### config.mk
export PLATFORM = sky130hd
export DESIGN_NAME = sbus_frame_decoder
export DESIGN_NICKNAME = d
export VERILOG_FILES = /design/src/sv/sfd_pkg.sv /design/src/sv/sfd_frame_store.sv /design/src/sv/sfd_unpacker.sv /design/src/sv/sbus_frame_decoder.sv
export SDC_FILE = /design/constraint.sdc
export NUM_CORES = 1
export LEC_CHECK = 0
export ABC_AREA = 1
export CAP_MARGIN = 25
export CORE_ASPECT_RATIO = 0.6
export CORE_UTILIZATION = 30
export DETAILED_ROUTE_END_ITERATION = 6
export DONT_BUFFER_PORTS = 1
export HOLD_SLACK_MARGIN = 0.15
export SLEW_MARGIN = 20
export SYNTH_ARGS = -nofsm -noshare
export SYNTH_HDL_FRONTEND = slang
export SYNTH_HIERARCHICAL = 1
export SYNTH_SLANG_ARGS = --single-unit
### constraint.sdc
create_clock -name i_clk -period 7 [get_ports i_clk]
set_clock_uncertainty 0.2 [all_clocks]
set_input_delay 0.7 -clock i_clk [delete_from_list [all_inputs] [get_ports i_clk]]
set_output_delay 0.7 -clock i_clk [all_outputs]
set_load 0.02 [all_outputs]
### src/sv/sfd_pkg.sv
// Shared types and constants for the SBUS frame decoder.
// No dependencies; imported by every module of the block.
package sfd_pkg;

    // Frame geometry
    localparam int FRAME_BYTES   = 25;
    localparam int CHANNEL_COUNT = 16;
    localparam int CHANNEL_BITS  = 11;

    localparam int COUNT_W = $clog2(FRAME_BYTES + 1);
    localparam int ADDR_W  = $clog2(FRAME_BYTES);
    localparam int CH_W    = 4;
    localparam int ACC_W   = CHANNEL_BITS + 7;
    localparam int NB_W    = $clog2(ACC_W + 1);

    localparam logic [7:0] HEADER_BYTE = 8'h0F;
    localparam logic [7:0] FOOTER_BYTE = 8'h00;
    localparam int FAILSAFE_POS = 23;

    // Configuration registers
    localparam int CFG_IDX_W = 3;
    localparam int CFG_REGS  = 5;
    localparam logic [CFG_IDX_W-1:0] CFG_FS_CH0  = 3'd0;
    localparam logic [CFG_IDX_W-1:0] CFG_FS_CH1  = 3'd1;
    localparam logic [CFG_IDX_W-1:0] CFG_FS_CH2  = 3'd2;
    localparam logic [CFG_IDX_W-1:0] CFG_FS_CH3  = 3'd3;
    localparam logic [CFG_IDX_W-1:0] CFG_FS_REST = 3'd4;

    localparam logic [CHANNEL_BITS-1:0] FS_CH0_RST  = 11'd960;
    localparam logic [CHANNEL_BITS-1:0] FS_CH1_RST  = 11'd980;
    localparam logic [CHANNEL_BITS-1:0] FS_CH2_RST  = 11'd310;
    localparam logic [CHANNEL_BITS-1:0] FS_CH3_RST  = 11'd980;
    localparam logic [CHANNEL_BITS-1:0] FS_REST_RST = 11'd999;

    typedef logic [CFG_REGS-1:0][CHANNEL_BITS-1:0] t_fs_values;

    // Input beat
    typedef struct packed {
        logic [7:0] rx_byte;
        logic       line_idle;
    } t_in_beat;

    // Output beat
    typedef struct packed {
        logic [CH_W-1:0]         channel_index;
        logic [CHANNEL_BITS-1:0] channel_value;
        logic                    failsafe_active;
        logic                    frame_bad;
        logic                    last_of_frame;
    } t_out_beat;

    // Frame check summary handed from the store to the unpacker
    typedef struct packed {
        logic good;
        logic failsafe;
    } t_frame_info;

endpackage

### src/sv/sfd_frame_store.sv
// Frame byte buffer with byte count and header/footer/failsafe capture.
// Depends on sfd_pkg.
module sfd_frame_store (
    input  logic                      i_clk,
    input  logic                      i_rst_n,
    input  logic                      i_wr,
    input  logic [7:0]                i_byte,
    input  logic                      i_close,
    input  logic [sfd_pkg::ADDR_W-1:0] i_rd_addr,
    output logic [7:0]                o_rd_data,
    output sfd_pkg::t_frame_info      o_info
);
    import sfd_pkg::*;

    logic [7:0]         r_mem [FRAME_BYTES];
    logic [7:0]         r_rd_data;
    logic [COUNT_W-1:0] r_count;
    logic [COUNT_W-1:0] n_count;
    logic [7:0]         r_header;
    logic [7:0]         r_footer;
    logic [7:0]         r_fs_byte;
    logic               w_room;

    assign w_room = r_count < COUNT_W'(FRAME_BYTES);

    // Byte count: advances on stored bytes, clears on idle event
    always_comb begin
        n_count = r_count;
        if (i_close) begin
            n_count = '0;
        end else if (i_wr && w_room) begin
            n_count = r_count + COUNT_W'(1);
        end
    end

    always_ff @(posedge i_clk) begin
        if (!i_rst_n) begin
            r_count <= '0;
        end else begin
            r_count <= n_count;
        end
    end

    // Buffer write and registered read
    always_ff @(posedge i_clk) begin
        if (i_wr && w_room) begin
            r_mem[r_count[ADDR_W-1:0]] <= i_byte;
        end
        r_rd_data <= r_mem[i_rd_addr];
    end

    // Side copies of the check bytes so the frame check needs no buffer read
    always_ff @(posedge i_clk) begin
        if (i_wr && w_room) begin
            if (r_count == COUNT_W'(0)) begin
                r_header <= i_byte;
            end
            if (r_count == COUNT_W'(FRAME_BYTES - 1)) begin
                r_footer <= i_byte;
            end
            if (r_count == COUNT_W'(FAILSAFE_POS)) begin
                r_fs_byte <= i_byte;
            end
        end
    end

    assign o_rd_data     = r_rd_data;
    assign o_info.good   = (r_count == COUNT_W'(FRAME_BYTES))
                         && (r_header == HEADER_BYTE)
                         && (r_footer == FOOTER_BYTE);
    assign o_info.failsafe = r_fs_byte != 8'h00;

endmodule

### src/sv/sfd_unpacker.sv
// Channel unpack sequencer: one shared shift-merge unit, output register.
// Depends on sfd_pkg; reads bytes from sfd_frame_store.
module sfd_unpacker (
    input  logic                       i_clk,
    input  logic                       i_rst_n,
    input  logic                       i_close,
    input  sfd_pkg::t_frame_info       i_info,
    input  sfd_pkg::t_fs_values        i_fs_values,
    output logic [sfd_pkg::ADDR_W-1:0] o_rd_addr,
    input  logic [7:0]                 i_rd_data,
    output logic                       o_busy,
    output logic                       o_out_valid,
    input  logic                       i_out_stall,
    output sfd_pkg::t_out_beat         o_out_data
);
    import sfd_pkg::*;

    typedef enum logic [4:0] {
        S_IDLE  = 5'b00001,
        S_START = 5'b00010,
        S_FETCH = 5'b00100,
        S_MERGE = 5'b01000,
        S_EMIT  = 5'b10000
    } t_state;

    localparam logic [CH_W-1:0] CH_LAST = CH_W'(CHANNEL_COUNT - 1);

    t_state                  r_state, n_state;
    logic                    r_good, n_good;
    logic                    r_fs, n_fs;
    logic [ADDR_W-1:0]       r_addr, n_addr;
    logic [ACC_W-1:0]        r_acc, n_acc;
    logic [NB_W-1:0]         r_nb, n_nb;
    logic [CH_W-1:0]         r_ch, n_ch;
    logic                    r_out_valid, n_out_valid;
    t_out_beat               r_out, n_out;
    logic                    w_out_free;
    logic [CHANNEL_BITS-1:0] w_fs_value;

    assign w_out_free = !r_out_valid || !i_out_stall;

    // Failsafe default for the current channel
    always_comb begin
        unique case (r_ch)
            4'd0:    w_fs_value = i_fs_values[CFG_FS_CH0];
            4'd1:    w_fs_value = i_fs_values[CFG_FS_CH1];
            4'd2:    w_fs_value = i_fs_values[CFG_FS_CH2];
            4'd3:    w_fs_value = i_fs_values[CFG_FS_CH3];
            default: w_fs_value = i_fs_values[CFG_FS_REST];
        endcase
    end

    // Sequencer
    always_comb begin
        n_state     = r_state;
        n_good      = r_good;
        n_fs        = r_fs;
        n_addr      = r_addr;
        n_acc       = r_acc;
        n_nb        = r_nb;
        n_ch        = r_ch;
        n_out       = r_out;
        n_out_valid = r_out_valid && i_out_stall;

        unique case (r_state)
            S_IDLE: begin
                if (i_close) begin
                    n_good  = i_info.good;
                    n_fs    = i_info.failsafe;
                    n_addr  = ADDR_W'(1);
                    n_acc   = '0;
                    n_nb    = '0;
                    n_ch    = '0;
                    n_state = S_START;
                end
            end
            S_START: begin
                if (r_good) begin
                    n_state = S_FETCH;
                end else if (w_out_free) begin
                    // error beat for a bad frame
                    n_out.channel_index   = '0;
                    n_out.channel_value   = '0;
                    n_out.failsafe_active = 1'b0;
                    n_out.frame_bad       = 1'b1;
                    n_out.last_of_frame   = 1'b1;
                    n_out_valid           = 1'b1;
                    n_state               = S_IDLE;
                end
            end
            S_FETCH: begin
                if (r_nb >= NB_W'(CHANNEL_BITS)) begin
                    n_state = S_EMIT;
                end else begin
                    // read issued at r_addr this cycle
                    n_addr  = r_addr + ADDR_W'(1);
                    n_state = S_MERGE;
                end
            end
            S_MERGE: begin
                n_acc   = r_acc | (ACC_W'(i_rd_data) << r_nb);
                n_nb    = r_nb + NB_W'(8);
                n_state = S_FETCH;
            end
            S_EMIT: begin
                if (w_out_free) begin
                    n_out.channel_index   = r_ch;
                    n_out.channel_value   = r_fs ? w_fs_value : r_acc[CHANNEL_BITS-1:0];
                    n_out.failsafe_active = r_fs;
                    n_out.frame_bad       = 1'b0;
                    n_out.last_of_frame   = r_ch == CH_LAST;
                    n_out_valid           = 1'b1;
                    n_acc                 = r_acc >> CHANNEL_BITS;
                    n_nb                  = r_nb - NB_W'(CHANNEL_BITS);
                    n_ch                  = r_ch + CH_W'(1);
                    n_state               = (r_ch == CH_LAST) ? S_IDLE : S_FETCH;
                end
            end
            default: n_state = S_IDLE;
        endcase
    end

    // Control registers
    always_ff @(posedge i_clk) begin
        if (!i_rst_n) begin
            r_state     <= S_IDLE;
            r_out_valid <= 1'b0;
        end else begin
            r_state     <= n_state;
            r_out_valid <= n_out_valid;
        end
    end

    // Datapath registers
    always_ff @(posedge i_clk) begin
        r_good <= n_good;
        r_fs   <= n_fs;
        r_addr <= n_addr;
        r_acc  <= n_acc;
        r_nb   <= n_nb;
        r_ch   <= n_ch;
        r_out  <= n_out;
    end

    assign o_rd_addr   = r_addr;
    assign o_busy      = r_state != S_IDLE;
    assign o_out_valid = r_out_valid;
    assign o_out_data  = r_out;

endmodule

### src/sv/sbus_frame_decoder.sv
// SBUS frame decoder top level: handshake, configuration registers.
// Depends on sfd_pkg, sfd_frame_store and sfd_unpacker.
//
// Usage:
//   Input channel (i_in_valid / o_in_stall / i_in_data) carries one beat per
//   received byte or idle-line event. Data bytes are taken one per cycle
//   when not stalled and give no output. Bytes past a frame's 25th are dropped.
//   An idle event checks the frame (length 25, header 0x0F, footer 0x00).
//   A bad frame loads one error beat from S_START once the output is free.
//   A good frame gives 16 channel beats, the last flagged last_of_frame.
//   Each channel is built in S_FETCH/S_MERGE steps: the byte buffer has one
//   read port with registered data and one shift-merge unit folds in a byte
//   per S_FETCH/S_MERGE pair; S_EMIT then loads the channel beat once the
//   output register is free. o_in_stall stays high until the last beat is
//   loaded.
//   Output channel (o_out_valid / i_out_stall / o_out_data) has a one-beat
//   output register; a stall holds the beat and pauses the sequencer at the
//   next beat it wants to load.
//   Configuration writes set failsafe defaults; user: idle only, unenforced.
//   Reset (i_rst_n low, synchronous) clears the byte count, the sequencer
//   and the output valid, and loads the default failsafe values.
module sbus_frame_decoder (
    input  logic                          i_clk,
    input  logic                          i_rst_n,
    input  logic                          i_in_valid,
    output logic                          o_in_stall,
    input  sfd_pkg::t_in_beat             i_in_data,
    output logic                          o_out_valid,
    input  logic                          i_out_stall,
    output sfd_pkg::t_out_beat            o_out_data,
    input  logic                          i_cfg_wr,
    input  logic [sfd_pkg::CFG_IDX_W-1:0] i_cfg_idx,
    input  logic [sfd_pkg::CHANNEL_BITS-1:0] i_cfg_data
);
    import sfd_pkg::*;

    t_fs_values        r_fs_values;
    logic              w_in_acc;
    logic              w_wr;
    logic              w_close;
    logic              w_busy;
    logic [ADDR_W-1:0] w_rd_addr;
    logic [7:0]        w_rd_data;
    t_frame_info       w_info;

    // Input handshake
    assign o_in_stall = w_busy;
    assign w_in_acc   = i_in_valid && !w_busy;
    assign w_wr       = w_in_acc && !i_in_data.line_idle;
    assign w_close    = w_in_acc && i_in_data.line_idle;

    // Failsafe default registers
    always_ff @(posedge i_clk) begin
        if (!i_rst_n) begin
            r_fs_values[CFG_FS_CH0]  <= FS_CH0_RST;
            r_fs_values[CFG_FS_CH1]  <= FS_CH1_RST;
            r_fs_values[CFG_FS_CH2]  <= FS_CH2_RST;
            r_fs_values[CFG_FS_CH3]  <= FS_CH3_RST;
            r_fs_values[CFG_FS_REST] <= FS_REST_RST;
        end else if (i_cfg_wr) begin
            unique case (i_cfg_idx)
                CFG_FS_CH0:  r_fs_values[CFG_FS_CH0]  <= i_cfg_data;
                CFG_FS_CH1:  r_fs_values[CFG_FS_CH1]  <= i_cfg_data;
                CFG_FS_CH2:  r_fs_values[CFG_FS_CH2]  <= i_cfg_data;
                CFG_FS_CH3:  r_fs_values[CFG_FS_CH3]  <= i_cfg_data;
                CFG_FS_REST: r_fs_values[CFG_FS_REST] <= i_cfg_data;
                default: ;
            endcase
        end
    end

    sfd_frame_store u_store (
        .i_clk     (i_clk),
        .i_rst_n   (i_rst_n),
        .i_wr      (w_wr),
        .i_byte    (i_in_data.rx_byte),
        .i_close   (w_close),
        .i_rd_addr (w_rd_addr),
        .o_rd_data (w_rd_data),
        .o_info    (w_info)
    );

    sfd_unpacker u_unpack (
        .i_clk       (i_clk),
        .i_rst_n     (i_rst_n),
        .i_close     (w_close),
        .i_info      (w_info),
        .i_fs_values (r_fs_values),
        .o_rd_addr   (w_rd_addr),
        .i_rd_data   (w_rd_data),
        .o_busy      (w_busy),
        .o_out_valid (o_out_valid),
        .i_out_stall (i_out_stall),
        .o_out_data  (o_out_data)
    );

endmodule
# Word-level counts from Yosys, hierarchy flattened
# Memories as Yosys holds them, arrays and structs flattened. A register that Yosys moved wholly into a read port is not among the register bits.
# Index checks and enable logic that the tools add are counted.
[word_totals] reg_bits=142 ramBits=200 input_bits=28 out_inout_bits=20 wordCells=123 memories=1
[classes] n_addsub=5 n_lt_le_gt_ge=2 n_eq_ne=24 n_shift=1 mux=30 bitwise_logic=2 reduce_logical=36
[mem_list] memory="u_store.r_mem" words=25 word_bits=8 rd=1 rd_ports_with_merged_regs=1 wr=1 line_no="sfd_frame_store.sv:15" source="logic [7:0] r_mem [FRAME_BYTES];"
[op_table] cell="$mux 18" n=5
[op_table] cell="$pmux 18 s3" n=1
[op_table] cell="$mux 5" n=9
[op_table] cell="$pmux 11 s4" n=1
[op_table] cell="$pmux 18 s2" n=1
[op_table] cell="$pmux 5 s5" n=1
[op_table] cell="$eq 5x5->1 const B" n=4
[op_table] cell="$or 18x18->18" n=1
[op_table] cell="$reduce_and 2->1" n=9
[op_table] cell="$shl 8x5->18" n=1
[op_table] cell="$pmux 5 s3" n=1
[op_table] cell="$reduce_and 3->1" n=4
[op_table] cell="$mux 11" n=1
[op_table] cell="$add 5x1->5 const B" n=2
[op_table] cell="$pmux 5 s2" n=1
[op_table] cell="$eq 4x2->1 const B" n=2
[op_table] cell="$eq 8x4->1 const B" n=1
[op_table] cell="$logic_not 8->1" n=1
[op_table] cell="$mux 4" n=2
[op_table] cell="$pmux 4 s2" n=1
[op_table] cell="$reduce_bool 8->1" n=1
[op_table] cell="$logic_and 1x1->1" n=7
[op_table] cell="$eq 3x2->1 const B" n=2
[op_table] cell="$ne 2x2->1 const B" n=3
[op_table] cell="29 further kinds" n=38

# Logic depth before layout (Yosys ltp)
[depth] word_depth=7 ltp_mapped=12 mapped_depth_nobuf=11

# By module
# Netlist, hierarchy kept.
[by_module_without_submodules] module="sfd_frame_store" n_inst=1 cells_per_inst=914 area_per_inst_um2=9944.5 seq_area_each_um2=6986.7
[by_module_without_submodules] module="sfd_unpacker" n_inst=1 cells_per_inst=459 area_per_inst_um2=3694.8 seq_area_each_um2=1681.6
[by_module_without_submodules] module="sbus_frame_decoder" n_inst=1 cells_per_inst=299 area_per_inst_um2=2169.6 seq_area_each_um2=1101.1

# Least setup slack after synthesis
# No wires, ideal clock.
[synth_timing] kind="flip-flop to flip-flop" from="register u_unpack.r_state[2]" to="register u_unpack.r_acc[0] (enable)" setup_ps=400 t_arrival_ps=2310 t_required_ps=6400 slack_ps=4091 stages_incl_launch_ff=10 path_buffers=0 period_less_slack_ps=2909 path_cell_list="dfxtp_1 nor2_4 nand2_1 nor2_4 inv_1 nor3b_1 inv_1 nand2_2 nand2_2 o21ai_1"
[synth_between] elab_chain_len=6 elab_cells_between_ends=11 cone_classes="6 x eq/ne; 5 x reduce/logical"
[synth_lines] item="start, declared" line_no="sfd_unpacker.sv:28" source="t_state r_state, n_state;"
[synth_lines] item="start signal, assigned" line_no="sfd_unpacker.sv:129" source="r_state <= n_state;"
[synth_lines] item="$ne 5x1->1" line_no="sfd_unpacker.sv:146" source="assign o_busy = r_state != S_IDLE;"
[synth_lines] item="named net o_in_stall" line_no="sbus_frame_decoder.sv:26" source="output logic o_in_stall,"
[synth_lines] item="$logic_not 1->1" line_no="sbus_frame_decoder.sv:48" source="assign w_in_acc = i_in_valid && !w_busy;"
[synth_lines] item="$logic_and 1x1->1" line_no="sbus_frame_decoder.sv:48"
[synth_lines] item="$logic_and 1x1->1" line_no="sbus_frame_decoder.sv:50" source="assign w_close = w_in_acc && i_in_data.line_idle;"
[synth_lines] item="named net w_close" line_no="sbus_frame_decoder.sv:40" source="logic w_close;"
[synth_lines] item="$ne 2x2->1 (no source line)"
[synth_lines] item="$reduce_and 3->1 (no source line)"
[synth_lines] item="end signal, assigned" line_no="sfd_unpacker.sv:139" source="r_acc <= n_acc;"
[synth_lines] item="end, declared" line_no="sfd_unpacker.sv:32" source="logic [ACC_W-1:0] r_acc, n_acc;"
# The timed path passes the listed nets, and every way through them passes these cells.
# A chain may end at the register's enable or synchronous reset.

# Final worst setup path
[layout_timing] from="register u_unpack.r_state[2]" to="memory u_store.r_mem[0][2] (enable)"
[layout_between] elab_chain_len=7
[layout_lines] item="$ne 5x1->1" line_no="sfd_unpacker.sv:146"
[layout_lines] item="named net o_in_stall" line_no="sbus_frame_decoder.sv:26"
[layout_lines] item="$logic_not 1->1" line_no="sbus_frame_decoder.sv:48"
[layout_lines] item="$logic_and 1x1->1" line_no="sbus_frame_decoder.sv:48"
[layout_lines] item="$logic_and 1x1->1" line_no="sbus_frame_decoder.sv:49" source="assign w_wr = w_in_acc && !i_in_data.line_idle;"
[layout_lines] item="named net w_wr" line_no="sbus_frame_decoder.sv:39" source="logic w_wr;"
[layout_lines] item="$logic_and 1x1->1" line_no="sfd_frame_store.sv:46" source="if (i_wr && w_room) begin"
[layout_lines] item="$mux 1" line_no="sfd_frame_store.sv:46"
[layout_lines] item="$mux 1 (implied by the code)" line_no="sfd_frame_store.sv:47" source="r_mem[r_count[ADDR_W-1:0]] <= i_byte;"
[layout_lines] item="end, declared" line_no="sfd_frame_store.sv:15"
# The timed path passes the listed nets, and every way through them passes these cells.

==> flow_summary.json <==
{
  "report.final.setup_viol": 0,
  "seq_area_um2": 9770,
  "chipWidth_um": 298,
  "drt_wl_total_um": 40800,
  "ys_warn_count": 6,
  "final_cell_mix": "nand2_1 (490), edfxtp_1 (276), nand3_1 (242), inv_1 (184), nor2_1 (156)",
  "hold_class": "primary input to flop",
  "grt_pass1_wl_um": 63300,
  "drt_iter0_drc": 1192,
  "seq_area_frac_synth_pct": 61.8,
  "hold_buffers": 21,
  "cts_tree": "yes",
  "crit_fanout": 9,
  "coreArea_um2": 51500,
  "numCtsBuffers": 37,
  "synth_nets": 1711,
  "h-tree-depth": 2,
  "met1_usage_pct": 23.8,
  "cts_root_buffer": "clkbuf_16",
  "die_h_um": 180,
  "gp_congestion": 0.855,
  "insertion_delay_ns": 0.53,
  "reg2reg_setup_slack_ns": 3.73,
  "power.density_nw_per_um2": 262,
  "cp-end-kind": "flop",
  "synth_adder_area_share_pct": 0.871,
  "synthToLayoutAreaGrowth_pct": 11.8,
  "synth-xor-area-share_pct": 0.222,
  "vias_per_cell": 4.79,
  "async_reset_ff_share_pct": 0,
  "synth-simple-area-share_pct": 26.9,
  "relSlewSlack_pct": 30.1,
  "dp_hpwl_um": 26100,
  "detail_route.first_pass.iterations": 5,
  "ir_worst_vdd_v": 0.000186,
  "fill_cells": 5174,
  "setup_tns_ns": 0,
  "grt.total_usage_pct": 15.1,
  "cts_resized": 0,
  "antenna_cells": 0,
  "hold_viol_final": 0,
  "grt_use_met2_pct": 20.6,
  "gr-usage-met3_pct": 2.88,
  "nets": 1707,
  "gr-total-overflow": 0,
  "cts_setup_buffers": 0,
  "final_common_cell": "nand2_1",
  "power_mw": 4.64,
  "syn_avg_cell_area_um2": 9.46,
  "max_cap_violations": 0,
  "netlist_area_um2": 15800,
  "ios": 48,
  "status": "complete, no violations",
  "final_max_slew_viol_count": 0,
  "synth_compound_area_share_pct": 2.36,
  "synth_edf_count": 276,
  "ys_types": 38,
  "wl_per_cell_um": 17.1,
  "synth_top_family_by_area": "simple AND/OR/NAND/NOR gates",
  "antenna_found_initial": 0,
  "finalHoldWorstSlack_ns": 0.197,
  "rsz0062_at_grt": "no",
  "cp.required_ns": 6.96,
  "drive_gt1_share_pct": 8.20,
  "clock_path_buffers": 3,
  "synth.area.mux_share_pct": 0,
  "multi_input_area_um2": 4810,
  "worstPathArrival_ns": 3.23,
  "start_kind": "flop",
  "worst_pin_slew_ns": 1.05,
  "antenna_left": 0,
  "start_util_pct": 30.7,
  "grt_pass1_vias": 10700,
  "die_area_um2": 53600,
  "clock.fmax_mhz": 305,
  "grt_max_degree": 68,
  "netlist_instances": 1672,
  "port_buffers": 0,
  "finalCritPeriodShare_pct": 46.8,
  "min_period_ns": 3.27,
  "path_class": "flop to flop",
  "synth_flop_cell": "edfxtp_1",
  "top_usage_layer": "met1",
  "clock_sinks": 350,
  "via_count": 11400,
  "remaining_drc_errors": 0,
  "num_rows": 64,
  "cts.clk_slew.worst_paths_ns": 0.06,
  "power.leakage_nw": 7.16,
  "synth_seq_cells": 350
}
cell families (layout without fill, tap and decap cells):
group,count (synthesis),in the layout
simple gates,973,973
flops,350,350
compound gates,66,66
fa+ha+maj,11,11
xor+xnor,4,4
buf+inv,268,291
critical path, stage by stage, from the launching register on:
cell,delay [ns]
dfxtp_1,0.34
nor2_4,0.16
nand2_1,0.10
nor2_4,0.19
inv_1,0.18
nor3_1,0.30
inv_1,0.12
a21oi_4,0.22
nand2_1,0.39
nor2_1,0.72
per-layer routing:
metal | part of all wire [%] | vias up | wire length [um]
met2 | 40 | 435 | 16400
met4 | 2.2 | 0 | 913
li1 | - | 5466 | -
met5 | 0 | - | 0
met3 | 8.4 | 60 | 3450
met1 | 49 | 5473 | 20100
power breakdown:
| group | internal [mW] | switching, mW |
|---|---|---|
| sequential | 2.30 | 0.0473 |
| clock | 1.04 | 0.790 |
| combinational | 0.137 | 0.325 |
area by class of cell:
type                    count  area share, %
flip-flops and latches    350           55.3
multi-input cells        1054           27.2
clock buffers              49           5.61
well taps                 693           4.90
inverters                 194           4.13
repair buffers             31           2.19
clock inverters            17          0.665
synth_stat cells (13+ instances only):
library cell	instances	share of area, %
clkbuf_1	13	0.31
buf_2	26	0.82
buf_6	18	1.3
edfxtp_1	276	52
nand4_1	14	0.55
nand2_2	14	0.55
nand2_1	490	12
nor2_1	156	3.7
a21oi_1	22	0.70
inv_1	184	4.4
o21ai_0	24	0.76
dfxtp_1	74	9.4
nand3_1	242	7.7
final timing paths:
path                                     from                            end  cells past startpoint
max reg2reg  u_unpack/r_state[2]$_SDFFE_PN0P_  u_store/r_mem[0][2]$_DFFE_PP_                      9
min reg2reg      r_fs_values[39]$_SDFFE_PN1P_   r_fs_values[39]$_SDFFE_PN1P_                      2
min                             i_cfg_data[2]    r_fs_values[2]$_SDFFE_PN0P_                      4
max          u_unpack/r_state[2]$_SDFFE_PN0P_  u_store/r_mem[0][2]$_DFFE_PP_                      9
through the flow:
stage | util (%) | setup WS [ns] | area [um^2] | std cells
floorplan | - | 4.09 | 15800 | 1672
global placement | 31.5 | 3.76 | 16200 | 2298
detailed placement | 31.5 | 3.69 | 16200 | 2298
CTS | 34.3 | 3.67 | 17700 | 2385
global route | 34.3 | 3.52 | 17700 | 2388
finish | 34.3 | 3.73 | 17700 | 2388
registers in the layout, indices dropped and copies added, names as in the netlist:
register / flops
u_unpack/r_fs: 1
u_store/r_mem: 200
u_store/r_header: 8
u_unpack/r_nb: 5
u_unpack/r_ch: 4
u_unpack/o_out_data: 18
u_store/r_count: 5
u_store/r_fs_byte: 8
u_unpack/o_out_valid: 1
u_unpack/r_good: 1
u_store/r_footer: 8
u_store/o_rd_data: 8
u_unpack/r_acc: 18
u_unpack/r_state: 5
r_fs_values: 55
u_unpack/o_rd_addr: 5
Note: power is estimated with default switching activity, not from simulation.
